===== src/hdl/aes3_pkg.sv =====
`timescale 1ns / 1ps
// ----------------------------------------------------------------------------
// aes3_pkg
// Shared constants and types for the AES3 subframe biphase-mark encoder.
// ----------------------------------------------------------------------------
package aes3_pkg;

  // Frames per channel-status block
  localparam int unsigned FRAMES_PER_BLOCK = 192;

  // Preamble patterns, as sent after a low cell
  localparam logic [7:0] PRE_X = 8'b11100010;
  localparam logic [7:0] PRE_Y = 8'b11100100;
  localparam logic [7:0] PRE_Z = 8'b11101000;

  // Geometry of one subframe on the line
  localparam int unsigned AUDIO_W     = 24;
  localparam int unsigned SLOTS       = AUDIO_W + 4;   // audio + V U C P
  localparam int unsigned FRAME_BITS  = 64;            // eight bytes of cells
  localparam int unsigned BYTES       = FRAME_BITS / 8;
  localparam int unsigned BYTE_CNT_W  = $clog2(BYTES);
  localparam logic [BYTE_CNT_W-1:0] LAST_BYTE = BYTE_CNT_W'(BYTES - 1);

  // Serializer status seen by the input side
  typedef struct packed {
    logic busy;       // a subframe is being sent
    logic can_load;   // a new subframe may be loaded this cycle
  } ser_status_t;

endpackage


===== src/hdl/aes3_enc_core.sv =====
`timescale 1ns / 1ps
// ----------------------------------------------------------------------------
// aes3_enc_core
// Builds the 64 line cells of one subframe and tracks preamble state.
// ----------------------------------------------------------------------------
module aes3_enc_core
  import aes3_pkg::*;
(
  input  logic                  clk,
  input  logic                  rst_n,
  input  logic                  advance,
  input  logic [AUDIO_W-1:0]    audio_sample,
  input  logic                  validity_bit,
  input  logic                  user_bit,
  input  logic                  chan_status_bit,
  output logic [FRAME_BITS-1:0] frame_bits
);

  localparam logic [8:0] FPB = 9'(FRAMES_PER_BLOCK);

  logic       last_cell_level_r, last_cell_level_nxt;
  logic       second_subframe_r, second_subframe_nxt;
  logic [7:0] frame_position_r,  frame_position_nxt;

  logic [SLOTS-1:0] data_bits;
  logic             parity;
  logic [7:0]       preamble;
  logic [8:0]       pos_inc;

  // Even parity over audio and status bits
  assign parity    = (^audio_sample) ^ validity_bit ^ user_bit ^ chan_status_bit;
  assign data_bits = {parity, chan_status_bit, user_bit, validity_bit, audio_sample};

  // Preamble choice, inverted after a high cell
  always_comb begin
    if (second_subframe_r) begin
      preamble = PRE_Y;
    end else if (frame_position_r == 8'd0) begin
      preamble = PRE_Z;
    end else begin
      preamble = PRE_X;
    end
    if (last_cell_level_r) begin
      preamble = ~preamble;
    end
  end

  // Biphase-mark cells: the level entering slot k depends on the ones before it
  always_comb begin
    logic [SLOTS-1:0] mask;
    logic             lvl;
    logic             first;
    frame_bits = '0;
    frame_bits[FRAME_BITS-1 -: 8] = preamble;
    for (int k = 0; k < SLOTS; k++) begin
      mask  = (SLOTS'(1) << k) - SLOTS'(1);
      lvl   = last_cell_level_r ^ k[0] ^ (^(data_bits & mask));
      first = ~lvl;
      frame_bits[FRAME_BITS-9-2*k] = first;
      frame_bits[FRAME_BITS-10-2*k] = first ^ data_bits[k];
    end
  end

  // State update when a subframe is handed on
  assign pos_inc = {1'b0, frame_position_r} + 9'd1;

  always_comb begin
    last_cell_level_nxt = last_cell_level_r;
    second_subframe_nxt = second_subframe_r;
    frame_position_nxt  = frame_position_r;
    if (advance) begin
      last_cell_level_nxt = frame_bits[0];
      second_subframe_nxt = ~second_subframe_r;
      if (second_subframe_r) begin
        frame_position_nxt = (pos_inc >= FPB) ? 8'd0 : pos_inc[7:0];
      end
    end
  end

  always_ff @(posedge clk) begin
    if (!rst_n) begin
      last_cell_level_r <= 1'b0;
      second_subframe_r <= 1'b0;
      frame_position_r  <= 8'd0;
    end else begin
      last_cell_level_r <= last_cell_level_nxt;
      second_subframe_r <= second_subframe_nxt;
      frame_position_r  <= frame_position_nxt;
    end
  end

  // Subframes alternate between first and second
  a_alternate: assert property (@(posedge clk) disable iff (!rst_n)
    advance |=> (second_subframe_r != $past(second_subframe_r)))
    else $error("subframe parity did not toggle");

  // Position only moves after a second subframe
  a_pos_hold: assert property (@(posedge clk) disable iff (!rst_n)
    (advance && !second_subframe_r) |=> $stable(frame_position_r))
    else $error("frame position moved after a first subframe");

  // Position stays inside the block
  a_pos_range: assert property (@(posedge clk) disable iff (!rst_n)
    ({1'b0, frame_position_r} < FPB))
    else $error("frame position outside the block");

endmodule


===== src/hdl/aes3_ser.sv =====
`timescale 1ns / 1ps
// ----------------------------------------------------------------------------
// aes3_ser
// Result register: sends one subframe as eight bytes, one per accepted item.
// ----------------------------------------------------------------------------
module aes3_ser
  import aes3_pkg::*;
(
  input  logic                  clk,
  input  logic                  rst_n,
  input  logic                  load,
  input  logic [FRAME_BITS-1:0] load_bits,
  output ser_status_t           status,
  output logic                  out_valid,
  input  logic                  out_stall,
  output logic [7:0]            out_cell_byte,
  output logic                  out_last_of_subframe
);

  logic [FRAME_BITS-1:0] shift_r, shift_nxt;
  logic [BYTE_CNT_W-1:0] cnt_r, cnt_nxt;
  logic                  valid_r, valid_nxt;
  logic                  take;

  assign take            = valid_r && !out_stall;
  assign status.busy     = valid_r;
  assign status.can_load = !valid_r || (take && (cnt_r == LAST_BYTE));

  // Shift out one byte per accepted item, reload after the last one
  always_comb begin
    shift_nxt = shift_r;
    cnt_nxt   = cnt_r;
    valid_nxt = valid_r;
    if (take) begin
      shift_nxt = {shift_r[FRAME_BITS-9:0], 8'h00};
      cnt_nxt   = cnt_r + BYTE_CNT_W'(1);
      if (cnt_r == LAST_BYTE) begin
        valid_nxt = 1'b0;
      end
    end
    if (load) begin
      shift_nxt = load_bits;
      cnt_nxt   = '0;
      valid_nxt = 1'b1;
    end
  end

  always_ff @(posedge clk) begin
    if (!rst_n) begin
      valid_r <= 1'b0;
      cnt_r   <= '0;
    end else begin
      valid_r <= valid_nxt;
      cnt_r   <= cnt_nxt;
    end
  end

  always_ff @(posedge clk) begin
    shift_r <= shift_nxt;
  end

  assign out_valid            = valid_r;
  assign out_cell_byte        = shift_r[FRAME_BITS-1 -: 8];
  assign out_last_of_subframe = (cnt_r == LAST_BYTE);

  // Never overwrite a subframe that is still going out
  a_no_overrun: assert property (@(posedge clk) disable iff (!rst_n)
    load |-> status.can_load)
    else $error("load while bytes remain");

  // A load starts at the first byte
  a_load_start: assert property (@(posedge clk) disable iff (!rst_n)
    load |=> (valid_r && cnt_r == '0))
    else $error("load did not start a subframe");

  // A stalled byte keeps its position
  a_stall_hold: assert property (@(posedge clk) disable iff (!rst_n)
    (valid_r && out_stall) |=> (valid_r && $stable(cnt_r)))
    else $error("byte position moved under stall");

endmodule


===== src/hdl/aes3_subframe_biphase_encoder_top.sv =====
`timescale 1ns / 1ps
// ----------------------------------------------------------------------------
// aes3_subframe_biphase_encoder_top
// AES3 subframe encoder: one subframe in, eight bytes of biphase-mark cells out.
// ----------------------------------------------------------------------------
// Path: a taken subframe waits in the input register until the serializer can load
//   it, then its first byte comes out of the serializer shift register.
// Throughput: the output port moves one byte per cycle while out_stall is low; the
//   input register takes the next subframe while bytes drain.
// Reset (rst_n, synchronous): empties both registers, next subframe is Z with
//   the line starting low.
module aes3_subframe_biphase_encoder_top
  import aes3_pkg::*;
(
  input  logic               clk,
  input  logic               rst_n,
  input  logic               in_valid,
  output logic               in_stall,
  input  logic [AUDIO_W-1:0] in_audio_sample,
  input  logic               in_validity_bit,
  input  logic               in_user_bit,
  input  logic               in_chan_status_bit,
  output logic               out_valid,
  input  logic               out_stall,
  output logic [7:0]         out_cell_byte,
  output logic               out_last_of_subframe
);

  logic               hold_valid_r, hold_valid_nxt;
  logic [AUDIO_W-1:0] audio_r;
  logic               v_r, u_r, c_r;
  logic               load;
  logic               in_take;
  ser_status_t        ser_status;
  logic [FRAME_BITS-1:0] frame_bits;

  // Input register: freed when its subframe moves into the serializer
  assign load     = hold_valid_r && ser_status.can_load;
  assign in_stall = hold_valid_r && !load;
  assign in_take  = in_valid && !in_stall;

  always_comb begin
    hold_valid_nxt = hold_valid_r;
    if (load) begin
      hold_valid_nxt = 1'b0;
    end
    if (in_take) begin
      hold_valid_nxt = 1'b1;
    end
  end

  always_ff @(posedge clk) begin
    if (!rst_n) begin
      hold_valid_r <= 1'b0;
    end else begin
      hold_valid_r <= hold_valid_nxt;
    end
  end

  always_ff @(posedge clk) begin
    if (in_take) begin
      audio_r <= in_audio_sample;
      v_r     <= in_validity_bit;
      u_r     <= in_user_bit;
      c_r     <= in_chan_status_bit;
    end
  end

  aes3_enc_core u_core (
    .clk             (clk),
    .rst_n           (rst_n),
    .advance         (load),
    .audio_sample    (audio_r),
    .validity_bit    (v_r),
    .user_bit        (u_r),
    .chan_status_bit (c_r),
    .frame_bits      (frame_bits)
  );

  aes3_ser u_ser (
    .clk                  (clk),
    .rst_n                (rst_n),
    .load                 (load),
    .load_bits            (frame_bits),
    .status               (ser_status),
    .out_valid            (out_valid),
    .out_stall            (out_stall),
    .out_cell_byte        (out_cell_byte),
    .out_last_of_subframe (out_last_of_subframe)
  );

endmodule


===== config.mk =====
export PLATFORM = sky130hd
export DESIGN_NAME = aes3_subframe_biphase_encoder_top
export DESIGN_NICKNAME = d
export VERILOG_FILES = /design/src/hdl/aes3_pkg.sv /design/src/hdl/aes3_enc_core.sv /design/src/hdl/aes3_ser.sv /design/src/hdl/aes3_subframe_biphase_encoder_top.sv
export SDC_FILE = /design/constraint.sdc
export NUM_CORES = 1
export LEC_CHECK = 0
export BUFFER_PORTS_ARGS = -buffer_cell sky130_fd_sc_hd__buf_4
export CELL_PAD_IN_SITES_DETAIL_PLACEMENT = 1
export CELL_PAD_IN_SITES_GLOBAL_PLACEMENT = 1
export CORE_AREA = 2 2 133 135
export CTS_CLUSTER_SIZE = 16
export DETAILED_ROUTE_END_ITERATION = 12
export DIE_AREA = 0 0 135 137
export PLACE_DENSITY = 0.62
export SYNTH_ARGS = -nofsm -noshare
export SYNTH_HDL_FRONTEND = slang
export SYNTH_SLANG_ARGS = --single-unit
export TNS_END_PERCENT = 1

===== constraint.sdc =====
create_clock -name clk -period 2.5 [get_ports clk]
set_clock_uncertainty 0.05 [all_clocks]
set_input_delay 0.625 -clock clk [delete_from_list [all_inputs] [get_ports clk]]
set_output_delay 0.625 -clock clk [all_outputs]
set_load 0.02 [all_outputs]

Word-level counts from Yosys, hierarchy flattened

Index checks and enable logic that the tools add are counted.

Input bits: 31
Output and inout bits: 11
Register bits after elaboration: 106

$lt $le $gt $ge: 1
Add/subtract/negate cells: 2
Reduce and logical (&&, ||, !) cells: 45
Equality and inequality tests: 1
Multiplexer cells: 11
Bitwise operators: 89

Operators with widths:

| operator                                                                             | count |
|---|---|
| 28-bit XOR reduction                                                                 | 27 |
| 64-bit 2-to-1 mux                                                                    | 2 |
| 1-bit XOR                                                                            | 58 |
| 1-bit NOT                                                                            | 30 |
| 24-bit XOR reduction                                                                 | 1 |
| 8-bit 2-to-1 mux                                                                     | 2 |
| 8-bit by 1-bit adder with 9-bit output (second input constant)                       | 1 |
| 9-bit by 8-bit greater-or-equal comparator with 1-bit output (second input constant) | 1 |
| 8-bit logical NOT                                                                    | 1 |
| 4-bit 2-to-1 mux                                                                     | 2 |
| 8-bit NOT                                                                            | 1 |
| 2-bit nonzero test                                                                   | 3 |
| 1-bit logical AND                                                                    | 5 |
| 1-bit 2-to-1 mux                                                                     | 5 |
| 1-bit logical NOT                                                                    | 4 |
| 2-bit AND reduction                                                                  | 2 |
| 3-bit by 1-bit adder with 3-bit output (second input constant)                       | 1 |
| 3-bit equality test (second input constant)                                          | 1 |
| 2-bit OR reduction                                                                   | 1 |
| 1-bit logical OR                                                                     | 1 |

Longest topological paths before layout

Word-level depth: 10
Mapped depth: 9

By module

A second synthesis with hierarchy kept.

Cells, all modules: 354
Area total of the unflattened synthesis: 5241.3 um2

By module, submodules not included:

| module                            | area an instance (um2) | seq. area each (um2) | cells each | instances |
|---|---|---|---|---|
| aes3_ser                          | 3025.4                 | 2001.9               | 163        | 1 |
| aes3_enc_core                     | 1351.3                 | 200.2                | 159        | 1 |
| aes3_subframe_biphase_encoder_top | 864.6                  | 830.8                | 32         | 1 |

Worst setup path after synthesis

No wires, ideal clock.

Kind: flip-flop to flip-flop
Start: register u_ser.cnt_r[0]
End: register audio_r[0] (enable)
Path buffers: 0
Data required time: 2.036 ns
Slack: -0.511 ns
Stages on the path, launching flop included: 7
Data arrival time: 2.547 ns
Path through: dfxtp_1 > ha_1 > ha_1 > nor2b_1 > nor2_1 > and2_1 > nor2b_1

Cells in the longest elaborated chain, start to end: 8

Ends and longest elaborated chain:

| element                  | line                                    | text |
|---|---|---|
| start: declaration       | aes3_ser.sv:21                          | `logic [BYTE_CNT_W-1:0] cnt_r, cnt_nxt;` |
| start signal: assignment | aes3_ser.sv:54                          | `cnt_r <= cnt_nxt;` |
| 3-bit equality test      | -                                       |  |
| via out_last_of_subframe | aes3_subframe_biphase_encoder_top.sv:26 | `output logic out_last_of_subframe` |
| 1-bit logical AND        | aes3_ser.sv:27                          | `assign status.can_load = !valid_r \|\| (take && (cnt_r == LAST_BYTE));` |
| 1-bit logical OR         | aes3_ser.sv:27                          |  |
| 1-bit logical AND        | aes3_subframe_biphase_encoder_top.sv:38 | `assign load = hold_valid_r && ser_status.can_load;` |
| 1-bit logical NOT        | aes3_subframe_biphase_encoder_top.sv:39 | `assign in_stall = hold_valid_r && !load;` |
| 1-bit logical AND        | aes3_subframe_biphase_encoder_top.sv:39 |  |
| via in_stall             | aes3_subframe_biphase_encoder_top.sv:18 | `output logic in_stall,` |
| 1-bit logical NOT        | aes3_subframe_biphase_encoder_top.sv:40 | `assign in_take = in_valid && !in_stall;` |
| 1-bit logical AND        | aes3_subframe_biphase_encoder_top.sv:40 |  |
| end signal: assignment   | aes3_subframe_biphase_encoder_top.sv:62 | `audio_r <= in_audio_sample;` |
| end: declaration         | aes3_subframe_biphase_encoder_top.sv:30 | `logic [AUDIO_W-1:0] audio_r;` |

The timed path passes the listed nets, and every way through them passes these cells.
A chain may end at the register's enable or synchronous reset.

Worst setup path in the final report

Start: register audio_r[1]
End: register u_ser.shift_r[21] (data pin)

Cells in the longest elaborated chain, start to end: 4

Ends and longest elaborated chain:

| element                 | line                | text |
|---|---|---|
| 28-bit XOR reduction    | aes3_enc_core.sv:57 | `lvl = last_cell_level_r ^ k[0] ^ (^(data_bits & mask));` |
| 1-bit XOR               | aes3_enc_core.sv:57 |  |
| 1-bit NOT               | aes3_enc_core.sv:58 | `first = ~lvl;` |
| 64-bit 2-to-1 mux       | aes3_ser.sv:41      | `if (load) begin` |
| via u_ser.shift_nxt[21] | aes3_ser.sv:20      | `logic [FRAME_BITS-1:0] shift_r, shift_nxt;` |
| end signal: assignment  | aes3_ser.sv:59      | `shift_r <= shift_nxt;` |
| end: declaration        | aes3_ser.sv:20      |  |

The timed path passes the listed nets, and every way through them passes these cells.

==> out/qor.csv <==
stage;metric;value;unit
synthesis;synth-seq-area-share;0.6230;
sta;fmax;0.3870;GHz
cells_and_area;layout-drive-gt1-share;0.2697;
placed_design;portBuffers;41;
floorplanning;boundaryPins;42;
cells_and_area;final_nets;475;
routing;ant_nets;0;
floorplanning;fp.dieW;135;µm
sta;setup_viol;9;
sta;worstMarginPinSlew;755.6;ps
routing;vias_per_cell;4.382;
routing;drc;0;
sta;fin_ws;-83.67;ps
synthesis;yosys.area.top_type_share;0.5613;
clocking;hold_buffers;0;
synthesis;synth.area.top_cells;edfxtp_1, dfxtp_1, xnor2_1;
routing;drt_iter0_markers;151;
clocking;clkLatencyLatePin;350;ps
synthesis;syn-num-nets;420;
synthesis;yosysUniqueCellTypes;40;
placed_design;place_ws;-333.5;ps
clocking;tritoncts;done;
clocking;cts_buffers;9;
routing;dr.pass1.iters;4;
sta;timing.hold.ws;401.7;ps
critical_path;crit_path_start_kind;register;
sta;rsz0062_at_grt;yes;
floorplanning;row_count;48;
synthesis;synthCells;385;
critical_path;worstPathRequired;2550;ps
synthesis;synth_ff_type;edfxtp_1;
cells_and_area;final_cells;670;
clocking;htreeDepth;3;
synthesis;synth-edff-count;91;
sta;fin_crit;2584;ps
global_route;grt_max_degree;65;
floorplanning;dieHeight;137;µm
placed_design;dp.cells;647;
outcome;failed_checks;negative setup slack;
floorplanning;die_area;18500;µm²
synthesis;yosys_register_bits;106;
placed_design;gp_congestion;0.7528;
routing;wirelength;9.571;mm
critical_path;path_max_fanout;9;
global_route;grt_pass1_vias;3129;
hold_path;hp-class;input pin to register;
floorplanning;core_area;17060;µm²
cells_and_area;syn_to_final_growth;23.64;%
cells_and_area;diodes;0;
clocking;cts_sinks;106;
synthesis;synth_top_area_cell;edfxtp_1;
clocking;cts-root-buf;clkbuf_16;
pwr;power_density;850.8;nW/µm²
global_route;overflow;0;
critical_path;max_stage_delay;390;ps
clocking;clk_pin_slew;70;ps
critical_path;critPathArrivalTime;2630;ps
critical_path;worst-setup-path-type;register to register;
sta;finalCritPeriodShare;1.033;
routing;vias;2936;
sta;hold_viol_final;0;
sta;maxSlewHeadroom;0.4941;
synthesis;async_flop_share;0;
floorplanning;start_util;0.2854;
synthesis;postSynthAreaPerCell;12.65;µm²
pwr;leakage;2.341;nW
routing;wl_per_cell;14.29;µm
global_route;grt_pass1_wl;15.53;mm
global_route;antenna_found_initial;0;
flow_run;drv_cap;0;
outcome;status;finished with violations;
placed_design;dpl.hpwl;6.314;mm
critical_path;end_kind;register;
synthesis;yosysWarnings;0;
global_route;track_usage;0.1100;
clocking;cts_buffer_depth;2;
pwr;power.total;5.121;mW
cells_and_area;fin_util;0.3529;
sta;slew_viol_final;0;
synthesis;synth_area;4868;µm²
critical_path;critPathSlowestCell;edfxtp_1;
critical_path;crit_chain;xnor3_2, xnor3_2, xnor2_4, buf_4, buf_8, xor2_1, buf_4, xnor2_2, mux2_2;
pwr;ir_worst_vdd;0.5273;mV
[per-layer routing]
metal / track usage / vias to the layer above / wire length (µm)
met5: 0 / - / 0
met4: 0.02604 / 0 / 73
met3: 0.03444 / 4 / 289
met2: 0.2118 / 38 / 5276
met1: 0.1166 / 1447 / 3932
li1: - / 1447 / -
[cell families (layout without fill, tap and decap cells)]
kind of cell / count (synthesis) / count (layout) / share of synthesized area
AO/OA/AOI/OAI: 58 / 58 / 0.07530
XOR/XNOR: 49 / 49 / 0.1246
adder cells (fa/ha/maj): 4 / 4 / 0.01028
buffers and inverters: 30 / 90 / 0.03007
flip-flops: 106 / 106 / 0.6230
multiplexers: 10 / 10 / 0.02313
AND/OR/NAND/NOR: 128 / 128 / 0.1136
[flip-flops by register name, indices dropped and copies added, names as in the netlist, 3 cells and up]
name,cells
audio_r,24
u_core.frame_position_r,8
u_ser.cnt_r,3
u_ser.shift_r,64
[Yosys cell counts, types with 3 or more instances]
cell       n
nor2b_1    5
inv_1      4
xnor3_1    6
ha_1       4
and2_1     9
nand3_1    6
a21oi_1    6
o21ai_0   20
clkbuf_1  17
dfxtp_1   15
nand2_1   43
edfxtp_1  91
nor2_1    54
buf_4      9
o21a_1     7
a21o_1    12
a21boi_0   5
mux2_2     6
mux2i_1    3
xor2_1    13
xnor3_2    4
xnor2_1   24
[worst max-delay path, delay by kind of cell (launching register included)]
family,cells,cell delay [ps]
XOR/XNOR,5,1150
buffers and inverters,3,460
flip-flops,1,390
multiplexers,1,270
[cell usage in the layout, fill, tap and decap left out, types with 3 or more instances in the layout]
| master | netlist | routed |
|---|---|---|
| edfxtp_1 | 91 | 91 |
| buf_4 | 9 | 65 |
| nor2_1 | 54 | 50 |
| nand2_1 | 43 | 43 |
| xnor2_1 | 24 | 19 |
| o21ai_0 | 20 | 18 |
| dfxtp_1 | 15 | 14 |
| xor2_1 | 13 | 12 |
| a21o_1 | 12 | 11 |
| clkbuf_16 | 0 | 9 |
| and2_1 | 9 | 8 |
| o21a_1 | 7 | 7 |
| xnor3_2 | 4 | 6 |
| mux2_2 | 6 | 6 |
| nand3_1 | 6 | 6 |
| a21oi_1 | 6 | 5 |
| a21boi_0 | 5 | 5 |
| inv_1 | 4 | 4 |
| nor2_2 | 0 | 4 |
| xnor2_2 | 0 | 4 |
| xnor3_1 | 6 | 4 |
| ha_1 | 4 | 4 |
| nor2b_2 | 0 | 3 |
| mux2i_1 | 3 | 3 |
| buf_12 | 0 | 3 |
[worst paths after layout]
path	startpoint	endpoint	depth (start not counted)	slack, ps
setup / recovery	audio_r[1]	u_ser.shift_r[21]	9	-80
hold / removal	in_audio_sample[3]	audio_r[3]	1	400
setup reg to reg	audio_r[1]	u_ser.shift_r[21]	9	-80
hold reg to reg	u_ser.shift_r[32]	u_ser.shift_r[40]	2	470
[power breakdown]
group          total [mW]  internal (mW)  switching, mW  leakage (nW)
clock                1.57          0.936          0.631         0.163
sequential           2.22           2.16         0.0594         0.994
combinational        1.33          0.699          0.632          1.18
[per-stage QoR]
stage                     area (µm²)  TNS (ps)
after detailed placement        5547     -5333
final                           6020    -336.6
after floorplan                 4872     -1722
after global routing            6020     -2023
after global placement          5547     -3497
after CTS                       5949    -260.8
[repair_timing]
item | 4_1_cts | 5_1_grt
buffers inserted | 5 | 2
resized for setup | 8 | 14
cloned | 0 | 0
pin swaps | 15 | 4
setup endpoints to repair | 32 | 27
[area by class of cell]
type | count | area (µm²)
repair buffers | 70 | 574.3
flip-flops and latches | 106 | 3034
well taps | 225 | 281.5
clock inverters | 4 | 73.82
fillers | 1839 | 11040
multi-input cells | 249 | 1784
clock buffers | 12 | 256.5
inverters | 4 | 15.01
No activity file was read; power rests on OpenSTA's default activity.
